### src/design/lers_pkg.sv
// Package for the linear envelope ramp segment block.
// Holds payload structs, register indices, status codes and Q1.23 constants.
// No dependencies.
package lers_pkg;

  localparam int LEVEL_W = 24;
  localparam int STEP_W = 23;
  localparam int CFG_DATA_W = 24;
  localparam int CFG_INDEX_W = 3;

  localparam logic [CFG_INDEX_W-1:0] CFG_GATE_MODE = 3'd0;
  localparam logic [CFG_INDEX_W-1:0] CFG_CHECK_TRIGGER = 3'd1;
  localparam logic [CFG_INDEX_W-1:0] CFG_STEP_UP = 3'd2;
  localparam logic [CFG_INDEX_W-1:0] CFG_STEP_DOWN = 3'd3;
  localparam logic [CFG_INDEX_W-1:0] CFG_LEVEL_STEP = 3'd4;
  localparam logic [CFG_INDEX_W-1:0] CFG_LEVEL_BORDER = 3'd5;

  localparam logic [1:0] STATUS_RUNNING = 2'd0;
  localparam logic [1:0] STATUS_BORDER = 2'd1;
  localparam logic [1:0] STATUS_GATE = 2'd2;
  localparam logic [1:0] STATUS_RETRIGGER = 2'd3;

  localparam logic [1:0] GATE_OFF = 2'd0;

  localparam logic signed [LEVEL_W-1:0] HALF_Q23 = 24'sh400000;
  localparam logic signed [LEVEL_W-1:0] LEVEL_MAX = 24'sh7FFFFF;
  localparam logic signed [LEVEL_W-1:0] LEVEL_MIN = 24'sh800000;

  typedef struct packed {
    logic signed [LEVEL_W-1:0] gate_sample;
    logic signed [LEVEL_W-1:0] trigger_sample;
  } in_t;

  typedef struct packed {
    logic                      sample_valid;
    logic signed [LEVEL_W-1:0] level_out;
    logic [1:0]                status;
  } out_t;

  typedef struct packed {
    logic [1:0]                gate_mode;
    logic                      check_trigger;
    logic                      step_up;
    logic                      step_dn;
    logic [STEP_W-1:0]         ramp_delta;
    logic signed [LEVEL_W-1:0] ramp_target;
  } cfg_t;

endpackage

### src/design/lers_cfg_regs.sv
// Configuration register file of the envelope ramp segment.
// Depends on lers_pkg for register indices and the cfg_t struct.
module lers_cfg_regs import lers_pkg::*; (
  input  logic                   clk,
  input  logic                   rst_n,
  input  logic                   cfg_we,
  input  logic [CFG_INDEX_W-1:0] cfg_index,
  input  logic [CFG_DATA_W-1:0]  cfg_wdata,
  output cfg_t                   cfg
);

  cfg_t cfg_r;
  cfg_t cfg_nxt;

  always_comb begin
    cfg_nxt = cfg_r;
    if (cfg_we) begin
      case (cfg_index)
        CFG_GATE_MODE:     cfg_nxt.gate_mode = cfg_wdata[1:0];
        CFG_CHECK_TRIGGER: cfg_nxt.check_trigger = cfg_wdata[0];
        CFG_STEP_UP:       cfg_nxt.step_up = cfg_wdata[0];
        CFG_STEP_DOWN:     cfg_nxt.step_dn = cfg_wdata[0];
        CFG_LEVEL_STEP:    cfg_nxt.ramp_delta = cfg_wdata[STEP_W-1:0];
        CFG_LEVEL_BORDER:  cfg_nxt.ramp_target = $signed(cfg_wdata[LEVEL_W-1:0]);
        default:           cfg_nxt = cfg_r;
      endcase
    end
  end

  always_ff @(posedge clk) begin
    if (!rst_n) begin
      cfg_r <= '0;
    end else begin
      cfg_r <= cfg_nxt;
    end
  end

  assign cfg = cfg_r;

endmodule

### src/design/lers_step_logic.sv
// One tick of the ramp: gate check, trigger edge, saturating step, border test.
// Purely combinational; depends on lers_pkg.
module lers_step_logic import lers_pkg::*; (
  input  cfg_t                      cfg,
  input  in_t                       item,
  input  logic signed [LEVEL_W-1:0] env_level,
  input  logic signed [LEVEL_W-1:0] prev_trigger,
  output out_t                      res,
  output logic signed [LEVEL_W-1:0] env_level_nxt,
  output logic signed [LEVEL_W-1:0] prev_trigger_nxt
);

  localparam int SUM_W = LEVEL_W + 2;
  localparam logic signed [SUM_W-1:0] SUM_MAX = SUM_W'(LEVEL_MAX);
  localparam logic signed [SUM_W-1:0] SUM_MIN = SUM_W'(LEVEL_MIN);

  logic                      gate_stop;
  logic                      rise;
  logic signed [SUM_W-1:0]   step_ext;
  logic signed [SUM_W-1:0]   sum;
  logic signed [LEVEL_W-1:0] sat;
  logic                      hit;

  always_comb begin
    if (cfg.gate_mode == GATE_OFF) begin
      gate_stop = 1'b0;
    end else if (cfg.gate_mode[1]) begin
      gate_stop = item.gate_sample >= HALF_Q23;
    end else begin
      gate_stop = item.gate_sample < HALF_Q23;
    end

    rise = cfg.check_trigger && (prev_trigger < item.trigger_sample);

    step_ext = $signed({{(SUM_W-STEP_W){1'b0}}, cfg.ramp_delta});
    sum = SUM_W'(env_level);
    if (cfg.step_up) begin
      sum = sum + step_ext;
    end
    if (cfg.step_dn) begin
      sum = sum - step_ext;
    end
    if (sum > SUM_MAX) begin
      sat = LEVEL_MAX;
    end else if (sum < SUM_MIN) begin
      sat = LEVEL_MIN;
    end else begin
      sat = sum[LEVEL_W-1:0];
    end

    // with both directions on, the upward test is strict
    hit = 1'b0;
    if (cfg.step_up) begin
      if (cfg.step_dn ? (sat > cfg.ramp_target) : (sat >= cfg.ramp_target)) begin
        hit = 1'b1;
      end
    end
    if (cfg.step_dn && (sat <= cfg.ramp_target)) begin
      hit = 1'b1;
    end

    env_level_nxt = env_level;
    prev_trigger_nxt = prev_trigger;
    res = '0;
    if (gate_stop) begin
      res.status = STATUS_GATE;
    end else begin
      if (cfg.check_trigger) begin
        prev_trigger_nxt = item.trigger_sample;
      end
      if (rise) begin
        res.status = STATUS_RETRIGGER;
      end else begin
        env_level_nxt = hit ? cfg.ramp_target : sat;
        res.sample_valid = 1'b1;
        res.level_out = env_level_nxt;
        res.status = hit ? STATUS_BORDER : STATUS_RUNNING;
      end
    end
  end

endmodule

### src/design/linear_envelope_ramp_segment_core.sv
// Top level of the linear envelope ramp segment: input register, step logic,
// result register. Depends on lers_pkg, lers_cfg_regs and lers_step_logic.
//
//   port group  | direction | handshake            | payload
//   in_*        | input     | in_valid / in_ready  | in_data (in_t)
//   out_*       | output    | out_valid / out_ready| out_data (out_t)
//   cfg_*       | input     | cfg_we               | cfg_index, cfg_wdata
//
// Input register, then result register; one item per cycle when not stalled.
// The envelope level and last trigger update as an item moves from the input
// register into the result register, so the single add/compare path sets it.
// Active-low synchronous reset clears valid flags, state and config registers.
// A stalled result holds; the input register still fills behind it.
module linear_envelope_ramp_segment_core import lers_pkg::*; (
  input  logic                   clk,
  input  logic                   rst_n,
  input  logic                   in_valid,
  output logic                   in_ready,
  input  in_t                    in_data,
  output logic                   out_valid,
  input  logic                   out_ready,
  output out_t                   out_data,
  input  logic                   cfg_we,
  input  logic [CFG_INDEX_W-1:0] cfg_index,
  input  logic [CFG_DATA_W-1:0]  cfg_wdata
);

  cfg_t cfg;

  logic                      s1_valid_r;
  in_t                       s1_data_r;
  logic                      out_valid_r;
  out_t                      out_data_r;
  logic signed [LEVEL_W-1:0] env_level_r;
  logic signed [LEVEL_W-1:0] prev_trigger_r;

  out_t                      res;
  logic signed [LEVEL_W-1:0] env_level_nxt;
  logic signed [LEVEL_W-1:0] prev_trigger_nxt;
  logic                      advance;
  logic                      in_fire;

  lers_cfg_regs u_cfg (
    .clk       (clk),
    .rst_n     (rst_n),
    .cfg_we    (cfg_we),
    .cfg_index (cfg_index),
    .cfg_wdata (cfg_wdata),
    .cfg       (cfg)
  );

  lers_step_logic u_step (
    .cfg              (cfg),
    .item             (s1_data_r),
    .env_level        (env_level_r),
    .prev_trigger     (prev_trigger_r),
    .res              (res),
    .env_level_nxt    (env_level_nxt),
    .prev_trigger_nxt (prev_trigger_nxt)
  );

  assign advance  = s1_valid_r && (!out_valid_r || out_ready);
  assign in_ready = !s1_valid_r || advance;
  assign in_fire  = in_valid && in_ready;

  always_ff @(posedge clk) begin
    if (!rst_n) begin
      s1_valid_r     <= 1'b0;
      out_valid_r    <= 1'b0;
      env_level_r    <= '0;
      prev_trigger_r <= '0;
    end else begin
      if (in_fire) begin
        s1_valid_r <= 1'b1;
      end else if (advance) begin
        s1_valid_r <= 1'b0;
      end
      if (advance) begin
        out_valid_r    <= 1'b1;
        env_level_r    <= env_level_nxt;
        prev_trigger_r <= prev_trigger_nxt;
      end else if (out_ready) begin
        out_valid_r <= 1'b0;
      end
    end
  end

  always_ff @(posedge clk) begin
    if (in_fire) begin
      s1_data_r <= in_data;
    end
    if (advance) begin
      out_data_r <= res;
    end
  end

  assign out_valid = out_valid_r;
  assign out_data  = out_data_r;

  // an item that advances from stage one always reaches the result register
  a_advance_fills_out: assert property (@(posedge clk) disable iff (!rst_n)
    advance |=> out_valid_r)
    else $error("advanced item did not reach result register");

  a_ready_low_only_when_full: assert property (@(posedge clk) disable iff (!rst_n)
    !in_ready |-> (s1_valid_r && out_valid_r && !out_ready))
    else $error("input stalled while pipeline had room");

  a_no_sample_zero_level: assert property (@(posedge clk) disable iff (!rst_n)
    (out_valid && !out_data.sample_valid) |-> (out_data.level_out == '0))
    else $error("level nonzero on a transaction without sample");

  a_status_matches_valid: assert property (@(posedge clk) disable iff (!rst_n)
    out_valid |-> (out_data.sample_valid ==
                   ((out_data.status == STATUS_RUNNING) ||
                    (out_data.status == STATUS_BORDER))))
    else $error("status and sample_valid disagree");

  a_state_held_without_advance: assert property (@(posedge clk) disable iff (!rst_n)
    !advance |=> ($stable(env_level_r) && $stable(prev_trigger_r)))
    else $error("ramp state changed with no item processed");

endmodule
### config.mk
export PLATFORM = sky130hd
export DESIGN_NAME = linear_envelope_ramp_segment_core
export DESIGN_NICKNAME = d
export VERILOG_FILES = /design/src/design/lers_pkg.sv /design/src/design/lers_cfg_regs.sv /design/src/design/lers_step_logic.sv /design/src/design/linear_envelope_ramp_segment_core.sv
export SDC_FILE = /design/constraint.sdc
export NUM_CORES = 1
export LEC_CHECK = 0
export ABC_AREA = 1
export BUFFER_PORTS_ARGS = -buffer_cell sky130_fd_sc_hd__buf_4
export CORE_AREA = 2 2 131 133
export DETAILED_ROUTE_END_ITERATION = 10
export DIE_AREA = 0 0 133 135
export MAX_ROUTING_LAYER = met4
export PLACE_DENSITY = 0.84
export SLEW_MARGIN = 10
export SYNTH_ARGS = -nofsm -noshare
export SYNTH_HDL_FRONTEND = slang
export SYNTH_SLANG_ARGS = --single-unit
### constraint.sdc
create_clock -name clk -period 16.82 [get_ports clk]
set_input_delay 1.682 -clock clk [delete_from_list [all_inputs] [get_ports clk]]
set_output_delay 1.682 -clock clk [all_outputs]
set_load 0.05 [all_outputs]
# [After elaboration in Yosys (flattened, before gate mapping)]
# Cells that the tools add are included.
# W data, S select, Z words.
[classes] addsub=2 multipliers=0 div=0 order_cmp=8 n_eq_ne=5 n_shift=0 muxes=18 n_bitwise=2 reduce_logical=21
[ops] cell="$mux W24" n=3
[ops] cell="$mux W26" n=2
[ops] cell="$gt A26 B24 Y1 const B" n=1
[ops] cell="$lt A26 B24 Y1 const B" n=1
[ops] cell="$sub A26 B24 Y26" n=1
[ops] cell="$add A24 B24 Y25" n=1
[ops] cell="$mux W25" n=1
[ops] cell="$ge A24 B24 Y1" n=1
[ops] cell="$ge A24 B24 Y1 const B" n=1
[ops] cell="$gt A24 B24 Y1" n=1
[ops] cell="$le A24 B24 Y1" n=1
[ops] cell="$lt A24 B24 Y1" n=1
[ops] cell="$lt A24 B24 Y1 const B" n=1
[ops] cell="$mux W1" n=12
[ops] cell="$reduce_and A2 Y1" n=6
[ops] cell="$eq A3 B2 Y1 const B" n=2
[ops] cell="$eq A3 B3 Y1 const B" n=2
[ops] cell="$reduce_and A3 Y1" n=2
[ops] cell="$logic_and A1 B1 Y1" n=4
[ops] cell="$reduce_bool A2 Y1" n=2
[ops] cell="$eq A3 B1 Y1 const B" n=1
[ops] cell="$logic_not A3 Y1" n=1
[ops] cell="$logic_not A1 Y1" n=2
[ops] cell="$logic_not A2 Y1" n=1
[ops] cell="3 further kinds" n=5
[word_totals] regBits=177 latch_bits=0 mem_bits_rw=0 mem_bits_ro=0 elab_cells=72 n_memories=0

# [Longest topological paths before layout]
[logic_depth] depth_word=14 ltp_mapped=48 depth_no_buf=47

# [By module]
# Synthesis repeated with hierarchy kept, for this count alone.
[unflattened] cells_unflattened=1886 hier_area_um2=12674.7
[by_module_without_submodules] mod="lers_step_logic" n_inst=1 cells_per_inst=1163 area_each_um2=5964.5
[by_module_without_submodules] mod="linear_envelope_ramp_segment_core" n_inst=1 cells_per_inst=402 area_each_um2=4489.3
[by_module_without_submodules] mod="lers_cfg_regs" n_inst=1 cells_per_inst=321 area_each_um2=2220.9

# [Least setup slack after synthesis]
# No wires, ideal clock.
[synth_timing] kind="register to register" from="reg u_cfg.cfg_r (netlist bit u_cfg.cfg[24])" to="reg out_data_r (netlist bit out_data[10]) (data pin)" t_arrival_ns=5.231 required_time_ns=16.554 setup_slack_ns=11.323 path_stages_with_launch=40 path_buffers=3 period_less_slack_ns=5.497 cell_sequence="dfxtp_1 > ha_1 > inv_1 > fa_1 > nor2_1 > nand2_1 > nand2_1 > nand3_1 > nand2_2 > nand2_1 > nand2_1 > nand2_1 > nand3_1 > nand3_1 > o21a_1 > ha_1 > nand2_1 > nor4_1 > (+4 left out) > nand3_4 > buf_4 > buf_2 > nand2_1 > ha_1 > a21oi_1 > o21ai_0 > a211oi_1 > nand4_1 > nand2_1 > nand2_1 > nand2_1 > nand2_1 > inv_1 > buf_2 > nand3_1 > nand2_1 > nor2_1"
[synth_between] elab_chain_len=13 word_cells_on_any_way=17
[synth_lines] element="start: declaration" line_no="lers_cfg_regs.sv:12" text="cfg_t cfg_r;"
[synth_lines] element="start signal: assignment" line_no="lers_cfg_regs.sv:34" text="cfg_r <= cfg_nxt;"
[synth_lines] element="$add A24 B24 Y25" line_no="lers_step_logic.sv:38" text="sum = sum + step_ext;"
[synth_lines] element="$mux W26" line_no="lers_step_logic.sv:37" text="if (cfg.step_up) begin"
[synth_lines] element="$sub A26 B24 Y26" line_no="lers_step_logic.sv:41" text="sum = sum - step_ext;"
[synth_lines] element="$mux W26 (*)" line_no="lers_step_logic.sv:40" text="if (cfg.step_dn) begin"
[synth_lines] element="$lt A26 B24 Y1" line_no="lers_step_logic.sv:45" text="end else if (sum < SUM_MIN) begin"
[synth_lines] element="$mux W24" line_no="lers_step_logic.sv:45"
[synth_lines] element="$mux W24 (*)" line_no="lers_step_logic.sv:43" text="if (sum > SUM_MAX) begin"
[synth_lines] element="$ge A24 B24 Y1 / $gt A24 B24 Y1 (equally long branches)" line_no="lers_step_logic.sv:54" text="if (cfg.step_dn ? (sat > cfg.ramp_target) : (sat >= cfg.ramp_target)) begin"
[synth_lines] element="$mux W1 (2 in series)" line_no="lers_step_logic.sv:54"
[synth_lines] element="$mux W1" line_no="lers_step_logic.sv:53" text="if (cfg.step_up) begin"
[synth_lines] element="$mux W1" line_no="lers_step_logic.sv:58" text="if (cfg.step_dn && (sat <= cfg.ramp_target)) begin"
[synth_lines] element="$mux W24 (*)" line_no="lers_step_logic.sv:74" text="env_level_nxt = hit ? cfg.ramp_target : sat;"
[synth_lines] element="end signal: assignment" line_no="linear_envelope_ramp_segment_core.sv:93" text="out_data_r <= res;"
[synth_lines] element="end: declaration" line_no="linear_envelope_ramp_segment_core.sv:33" text="out_t out_data_r;"
# Every way passes the cells marked *; elsewhere a longest branch is shown, timed or not.
# A chain may end at the register's enable or synchronous reset.

# [Worst setup path after layout]
# Same ends and word-level chain as after synthesis.

==> results.toml <==
[yosys]
yosysSeqAreaShare = 0.342
async_reset_ff_frac = 0
ys_seq_elements = 155
synth_area_um2 = 10600
synth.net_count = 1628
synth.avg_cell_area_um2 = 7.30
synthCells = 1453
yosysUniqueCellTypes = 48
synth-edff-count = 53
yosysWarnings = 0
synth-main-ff-cell = "dfxtp_1"

[min_path]
hold_path_class = "reg2reg"
hold_start = "u_cfg.cfg[50]"

[clocking]
cts_buffers = 17
htree_levels = 4
postCtsSetupRepairBufs = 0
root_buffer = "clkbuf_16"
cts_tree = "done"
clkTransAtPathRegs_ps = 60
ctsHoldBuffers = 0
numClockSinks = 155
cts_resized = 0
clock_latency_ps = 440
clockBufferDepth = 2

[route]
viasPerCell = 5.76
drc = 0
drt_wl_total_um = 28700
dr.first_iter.drc_count = 911
vias = 10100
wl_per_cell_um = 16.4
dr.pass1.iters = 5
ant_nets = 0

[final_layout]
final_util = 0.728
area_growth_pct = 12.6
antenna_cells = 0
fin_nets = 1689
drive_gt1_frac = 0.139
layout_commonest_cell = "nand2_1"
finalNonFillerCells = 1747
layout_common_cells = "nand2_1 (307), inv_1 (183), a21oi_1 (162)"

[timing]
timing_worst_slew_pin_value_ps = 1240
drv_slew = 0
max_freq_ghz = 0.119
hold_viol_final = 0
rsz0062_at_grt = "false"
min_period_ps = 8420
timing.setup.tns_ps = 0
slew_headroom = 0.174
fin_skew_ps = 11.5
finalSetupViolCount = 0
period_share = 0.501

[floorplan]
ioPinCount = 109
row_count = 47
fp.dieH_um = 135
start_util = 0.647
die_area_um2 = 18000
core_area_um2 = 16400
die_x_um = 133

[worst_setup_path]
critPathMaxFanout = 26
crit_top_cell = "nand2_1"
cp_slowest_cell = "inv_1"
cp-start-kind = "register"
cp_data_arrival_time_ps = 8690
worstPathRequired_ps = 17090
critPathMaxStageDelay_ps = 890
reg2reg_from = "u_cfg.cfg[24]"
criticalPathCategory = "reg2reg"
cp-startpoint = "u_cfg.cfg[24]"
end_kind = "register"

[outcome]
status = "finished clean"

[power_and_ir_drop]
p_int_mw = 0.772
leakagePower_nw = 5.77
peakVddDrop_mv = 0.0706
p_comb_frac = 0.313
p_per_area_nw_per_um2 = 99.9
p_sw_mw = 0.421
clock_power_share = 0.331
p_sw_frac = 0.353
seqPwrFrac = 0.356

[global_route]
grt_start_max_net_pins = 98
grt_pass1_wl_um = 46600
grt_pass1_vias = 9598
grt_use_total = 0.337
grt.overflow.total = 0
antenna_found_initial = 0

[placement]
portBuffers = 86
place.gp.congestion = 0.982
dp_hpwl_um = 21200
place_inst = 1715

[flow_run]
drv_cap = 0
## cell type report
| cell class | instances | area, µm² |
|---|---|---|
| clock inverters | 12 | 133 |
| inverters | 189 | 709 |
| repair buffers | 92 | 691 |
| fillers | 1334 | 4460 |
| well taps | 220 | 275 |
| flip-flops and latches | 155 | 3630 |
| clock buffers | 20 | 468 |
| multi-input cells | 1059 | 6030 |
## power groups by stage
stage,sequential (mW),combinational (mW),clock (mW)
3_3_place_gp,0.431,0.358,0
6_report,0.425,0.373,0.395
5_1_grt,0.426,0.417,0.410
4_1_cts,0.424,0.368,0.396
2_1_floorplan,0.453,0.250,0
3_5_place_dp,0.433,0.364,0
## cells in the mapped netlist (2+ instances only)
cell	n	area (µm²)
nor2_4	2	22.5
nand2_2	28	175
a21boi_0	5	37.5
a31o_2	2	17.5
fa_1	2	40.0
nor3_1	11	55.1
inv_1	184	691
inv_2	4	15.0
o211ai_1	7	52.6
buf_2	9	45.0
edfxtp_1	53	1590
a21oi_2	18	158
nor2_1	96	360
buf_1	5	18.8
a21oi_1	162	811
o21ai_0	150	751
o21bai_1	5	37.5
nand3b_1	4	30.0
buf_4	2	15.0
ha_1	93	1160
o21a_1	5	37.5
nand4_1	16	100
xor2_1	13	114
o22ai_1	2	12.5
clkbuf_1	32	120
a21o_1	6	45.0
nand3_2	15	150
mux2i_1	2	20.0
and2_1	4	25.0
nor4_1	6	37.5
or2_2	5	31.3
nand2_4	12	135
dfxtp_1	102	2040
xnor2_1	5	43.8
a31oi_1	3	18.8
nand3_1	65	325
nand2_1	307	1150
## through the flow
step / setup WS (ps) / total power, mW / hold WS, ps / cell area, µm²
4_1_cts: 8440 / 1.19 / 474 / 11900
2_1_floorplan: 11320 / 0.703 / 431 / 10600
6_report: 8400 / 1.19 / 477 / 11900
5_1_grt: 7690 / 1.25 / 500 / 11900
3_3_place_gp: 8690 / 0.789 / 446 / 11300
3_5_place_dp: 8560 / 0.796 / 464 / 11300
## metal layers
metal / track usage / up-vias / share of wire
met1: 0.425 / 4652 / 0.43
li1: - / 4975 / -
met4: 0.122 / 0 / 0.026
met3: 0.0541 / 55 / 0.071
met5: - / - / 0
met2: 0.552 / 372 / 0.47
## flip-flops by register name (all words and copies together), names as in the netlist
register	cells
s1_valid_r	1
out_valid	1
env_level_r	24
u_cfg.cfg	52
s1_data_r	26
out_data	27
prev_trigger_r	24
## worst paths after layout
check,end,slack [ps],depth (start not counted)
worst min register to register,u_cfg.cfg[50],480,2
worst min-delay path,u_cfg.cfg[50],480,2
worst max register to register,out_data[10],8400,41
worst max-delay path,out_data[10],8400,41
## cell families after synthesis
logic type | synth area share
AND/OR/NAND/NOR | 0.250
AO/OA/AOI/OAI | 0.189
buffers and inverters | 0.0889
flip-flops | 0.342
adder cells (fa/ha/maj) | 0.113
XOR/XNOR | 0.0149
multiplexers | 0.00189
## worst max-delay path: cells and delay by family (launching register included)
| family | cells | cell delay, ps |
|---|---|---|
| DFF | 1 | 370 |
| and+or+nand+nor | 33 | 5450 |
| adders and majority gates | 4 | 1260 |
| buffers and inverters | 3 | 1020 |
| AOI/OAI and AO/OA | 1 | 170 |
No activity file was read; power rests on OpenSTA's default activity.
